$ cat config.mk
export PLATFORM = sky130hd
export DESIGN_NAME = bmhq_step
export DESIGN_NICKNAME = d
export VERILOG_FILES = /design/src/design/bmhq_pkg.sv /design/src/design/bmhq_step.sv
export SDC_FILE = /design/constraint.sdc
export NUM_CORES = 1
export LEC_CHECK = 0
export BUFFER_PORTS_ARGS = -buffer_cell sky130_fd_sc_hd__buf_2
export CORE_MARGIN = 1
export CORE_UTILIZATION = 45
export DETAILED_ROUTE_END_ITERATION = 8
export GPL_ROUTABILITY_DRIVEN = 0
export GPL_TIMING_DRIVEN = 0
export PLACE_DENSITY = 0.77
export SLEW_MARGIN = 20
export SYNTH_ARGS = -nofsm -noshare
export SYNTH_HDL_FRONTEND = slang
export SYNTH_SLANG_ARGS = --single-unit
$ cat constraint.sdc
create_clock -name vclk -period 13.7
set_input_delay 0.685 -clock vclk [all_inputs]
set_output_delay 0.685 -clock vclk [all_outputs]
set_load 0.005 [all_outputs]
$ cat src/design/bmhq_pkg.sv
`timescale 1ns / 1ps
// ---------------------------------------------------------------------------
// bmhq_pkg
// Types and constants shared by the binary min-heap queue modules.
// ---------------------------------------------------------------------------
package bmhq_pkg;

   localparam int KEY_W   = 32;
   localparam int COUNT_W = 7;

   localparam logic signed [KEY_W-1:0] KEY_MIN = {1'b1, {(KEY_W-1){1'b0}}};

   typedef enum logic [1:0] {
      KIND_INSERT  = 2'd0,
      KIND_REMOVE  = 2'd1,
      KIND_PROMOTE = 2'd2,
      KIND_NONE    = 2'd3
   } kind_type;

   typedef enum logic [1:0] {
      STATUS_OK        = 2'd0,
      STATUS_EMPTY     = 2'd1,
      STATUS_FULL      = 2'd2,
      STATUS_NOT_FOUND = 2'd3
   } status_type;

   typedef struct packed {
      kind_type                kind;
      logic signed [KEY_W-1:0] key;
   } req_type;

   typedef struct packed {
      logic signed [KEY_W-1:0] removed_key;
      status_type              status;
      logic [COUNT_W-1:0]      count;
   } rsp_type;

   typedef struct packed {
      logic signed [KEY_W-1:0] key;
      logic signed [KEY_W-1:0] tag;
   } entry_type;

   typedef enum logic [2:0] {
      ST_IDLE,
      ST_RM_LOAD,
      ST_DN_RD,
      ST_DN_CMP,
      ST_UP_RD,
      ST_UP_CMP,
      ST_SCAN
   } state_type;

   typedef enum logic {
      DIR_UP,
      DIR_DOWN
   } sift_dir_type;

   typedef struct packed {
      sift_dir_type            dir;
      logic signed [KEY_W-1:0] mov_key;
      logic signed [KEY_W-1:0] key_a;
      logic signed [KEY_W-1:0] key_b;
      logic                    b_ok;
   } step_req_type;

   typedef struct packed {
      logic move;
      logic pick_b;
   } step_rsp_type;

endpackage

$ cat src/design/bmhq_step.sv
`timescale 1ns / 1ps
// ---------------------------------------------------------------------------
// bmhq_step
// Shared sift decision unit: one signed compare for a sift-up step, or a
// pick of the smallest of the moving entry and its two children.
// ---------------------------------------------------------------------------
module bmhq_step (
   input  bmhq_pkg::step_req_type step_req,
   output bmhq_pkg::step_rsp_type step_rsp
);
   import bmhq_pkg::*;

   logic signed [KEY_W-1:0] cmp_x;
   logic signed [KEY_W-1:0] cmp_y;
   logic signed [KEY_W-1:0] best_key;
   logic                    lt_first;
   logic                    lt_second;

   // up: moving key below parent; down: left child below moving key
   assign cmp_x    = (step_req.dir == DIR_UP) ? step_req.mov_key : step_req.key_a;
   assign cmp_y    = (step_req.dir == DIR_UP) ? step_req.key_a : step_req.mov_key;
   assign lt_first = cmp_x < cmp_y;
   assign best_key = lt_first ? step_req.key_a : step_req.mov_key;
   assign lt_second = step_req.b_ok && (step_req.key_b < best_key);

   always_comb begin
      step_rsp = '0;
      case (step_req.dir)
         DIR_UP: begin
            step_rsp.move   = lt_first;
            step_rsp.pick_b = 1'b0;
         end
         DIR_DOWN: begin
            step_rsp.move   = lt_first | lt_second;
            step_rsp.pick_b = lt_second;
         end
         default: begin
            step_rsp = '0;
         end
      endcase
   end

endmodule

After elaboration in Yosys (flattened, before gate mapping) --
Index checks and enable logic that the tools add are counted.
Operators by class: add/sub/neg operators 0, multipliers 0, div/mod/pow operators 0, magnitude comparators 2, eq/ne operators 0, shift-type cells 0, muxes and demuxes 4, bitwise operators 2, reductions and logical operators 1
Operators with widths (count):
- 32-bit two-way mux | 3
- 32-bit less-than comparator | 2
- 2-bit case mux with 2 select lines | 1
- 1-bit logical AND | 1
- 1-bit NOT | 1
- 1-bit bitwise OR | 1
Storage, ports and cells: register bits 0, latch bits 0, bits in writable memories 0, memory bits (read-only) 0, bits of input ports 98, output and inout bits 2, logic and storage cells 9, memories kept 0

Logic depth before layout (Yosys ltp) --
depth after elaboration 7, depth in mapped cells 23, mapped depth without buffers 20

Least setup slack after synthesis --
No wires, ideal clock.
kind input -> output, start input port step_req[97] (netlist name), end output port step_rsp[0] (netlist name), arrival 5564 ps, required time 13015 ps, setup slack 7451 ps, stages 23, buffers on the path 3, cell sequence clkbuf_1 -> buf_1 -> mux2_2 -> ha_1 -> and4_1 -> nand2_1 -> nor4_1 -> or4_1 -> a31oi_1 -> o211a_4 -> xnor2_4 -> buf_6 -> mux2i_1 -> ha_1 -> nand4_1 -> nor4_1 -> nand2_1 -> or3_1 -> o21ai_0 -> a221oi_1 -> xnor2_1 -> nand2_1 -> o21ba_2
RTL lines:
- start: declaration | line bmhq_step.sv:8 | input bmhq_pkg::step_req_type step_req,
- end: declaration | line bmhq_step.sv:9 | output bmhq_pkg::step_rsp_type step_rsp

==> qor.yml <==
worst_setup_path:
  worst_ep_arrival_time_ps: 6880
  start_kind: "input port"
  crit_cells: 25
  slowest_stage: "or4_1"
  critPathKind: "in -> out"
  slowest_delay_ps: 540
  crit_required_ps: 13020
  cpLargestDelayFamily: "simple AND/OR/NAND/NOR gates"
  path_buf_inv: 5
  worstSetupEndpointType: "output port"
  crit_top_cell: "nand2_1"
  crit_path_start: "step_req[97]"
  worstPathMaxFanout: 10
  crit_end: "step_rsp[0]"
die:
  num_rows: 25
  core-area_um2: 4817
  ioPinCount: 100
  fp.dieArea_um2: 5363
  die_w_um: 73.24
  initial_core_util: 0.4740
  die_y_um: 73.24
timing:
  fin_crit_ps: 7561
  worstMarginPinSlew_ps: 580.5
  finalSetupTns_ps: 0
  slew_headroom: 0.6030
  finalMaxSlewViolations: 0
  final_hold_viol_count: 0
  setup_viol: 0
  period_share: 0.5519
  rsz0062_at_grt: "false"
  fmax_mhz: 132.3
final_layout:
  n_antenna_cell: 0
  drive_gt1_frac: 0.2736
  n_sequential_cell: 0
  mostFrequentLayoutCell: "buf_2"
  regArea_um2: 0
  final_cell_mix: "buf_2 (100), mux2i_1 (34), ha_1 (32)"
  nClkBuffers: 0
  nNetsFinal: 534
  area_delta_synth_final_pct: 25.59
  final_cells: 469
hold_path:
  min_path_type: "in -> out"
  whs_path_depth: 4
synthesis:
  synth_top_cell_area_share: 0.1753
  postSynthAreaPerCell_um2: 7.561
  yosysWarnings: 0
  synth_area_leaders: "ha_1 (18%), mux2i_1 (15%), maj3_1 (7.5%)"
  syn_inst: 302
  ys_seq_area_frac: 0
  post-synth-top-area-cell: "ha_1"
  syn-cell-area_um2: 2283
  syn-num-nets: 432
  ys_types: 48
routing:
  final_antenna_net_count: 0
  drtIter0Drc: 46
  route.detailed.drc: 0
  avgRoutedWirePerCell_um: 12.63
  vias: 2591
  viasPerCell: 5.525
  drt-total-wl_mm: 5.923
  firstDrtPassIters: 4
grt:
  grt_max_degree: 11
  antenna_found_initial: 0
  grt_pass1_vias: 2456
  grt-ovfl-total: 0
  grt_usage: 0.2253
  grt_first_pass_wirelength_mm: 9.977
power_and_ir_drop:
  p_leak_nw: 1.468
  peakVddDrop_mv: 0.02568
  powerDensity_nw_per_um2: 55.53
run_status:
  outcome: "finished clean"
placement:
  port_buffers: 100
  dp_cells: 469
  hpwl_mm: 5.225
clocking:
  hold_buffers: 0
  cts_setup_buffers: 0
  cts_resized: 0
flow_run:
  cap_violations: 0
==> kinds of logic after synthesis <==
group           synth area share
xor+xnor                 0.06576
fa+ha+maj                 0.2499
compound gates            0.2071
simple gates              0.2707
buf+inv                  0.04766
mux                       0.1589
==> metrics by stage <==
stage                     instance area (µm²)  utilization  power [mW]  setup WS (ps)  hold slack (ps)
after floorplan                          2283            -      0.1139           7451             1629
after global placement                   2868       0.5953      0.1544           6183             1821
after detailed placement                 2868       0.5953      0.1596           6069             1840
after CTS                                2868       0.5953      0.1604           6041             1839
after global routing                     2868       0.5953      0.1778           5615             1844
final                                    2868       0.5953      0.1593           6139             1830
==> layout make-up <==
cell class / instances / area, µm²
Fill cell: 498 / 1949
Timing Repair Buffer: 100 / 500.5
Multi-Input combinational cell: 279 / 2175
Inverter: 18 / 67.56
Tap cell: 67 / 83.83
Buffer: 5 / 41.29
==> per-layer routing <==
layer	routed length, µm	up-vias	part of all wire	track usage
met5	0	-	0	0
met4	42	0	0.0071	0.02179
met3	251	4	0.042	0.004144
met2	2878	76	0.49	0.4300
met1	2750	1175	0.46	0.2885
li1	-	1336	-	-
==> cells in the mapped netlist, types with 3 or more instances <==
| cell type | instances |
|---|---|
| nor4_1 | 6 |
| nand2b_1 | 24 |
| nand3_1 | 5 |
| o21ai_0 | 11 |
| inv_1 | 17 |
| nor2_1 | 11 |
| nor3_1 | 8 |
| xnor2_1 | 5 |
| a31oi_1 | 3 |
| buf_6 | 3 |
| nor2b_1 | 22 |
| a21oi_1 | 18 |
| a211oi_1 | 3 |
| nand2_1 | 17 |
| a21o_1 | 11 |
| maj3_1 | 17 |
| nand4_1 | 8 |
| xor2_1 | 9 |
| ha_1 | 32 |
| a2111oi_0 | 4 |
| mux2i_1 | 34 |
==> how the worst min path moves through the flow <==
| stage | start | endpoint |
|---|---|---|
| finish | step_req[0] | step_rsp[1] |
| global route | step_req[0] | step_rsp[1] |
| CTS | step_req[0] | step_rsp[1] |
| detailed placement | step_req[0] | step_rsp[1] |
| global placement | step_req[0] | step_rsp[1] |
| floorplan | step_req[0] | step_rsp[1] |
==> power breakdown <==
part	switching (mW)	total [mW]	internal, mW
Combinational	0.0793	0.159	0.0800
Sequential	0	0	0
Clock	0	0	0
(Power assumes the default switching activity.)
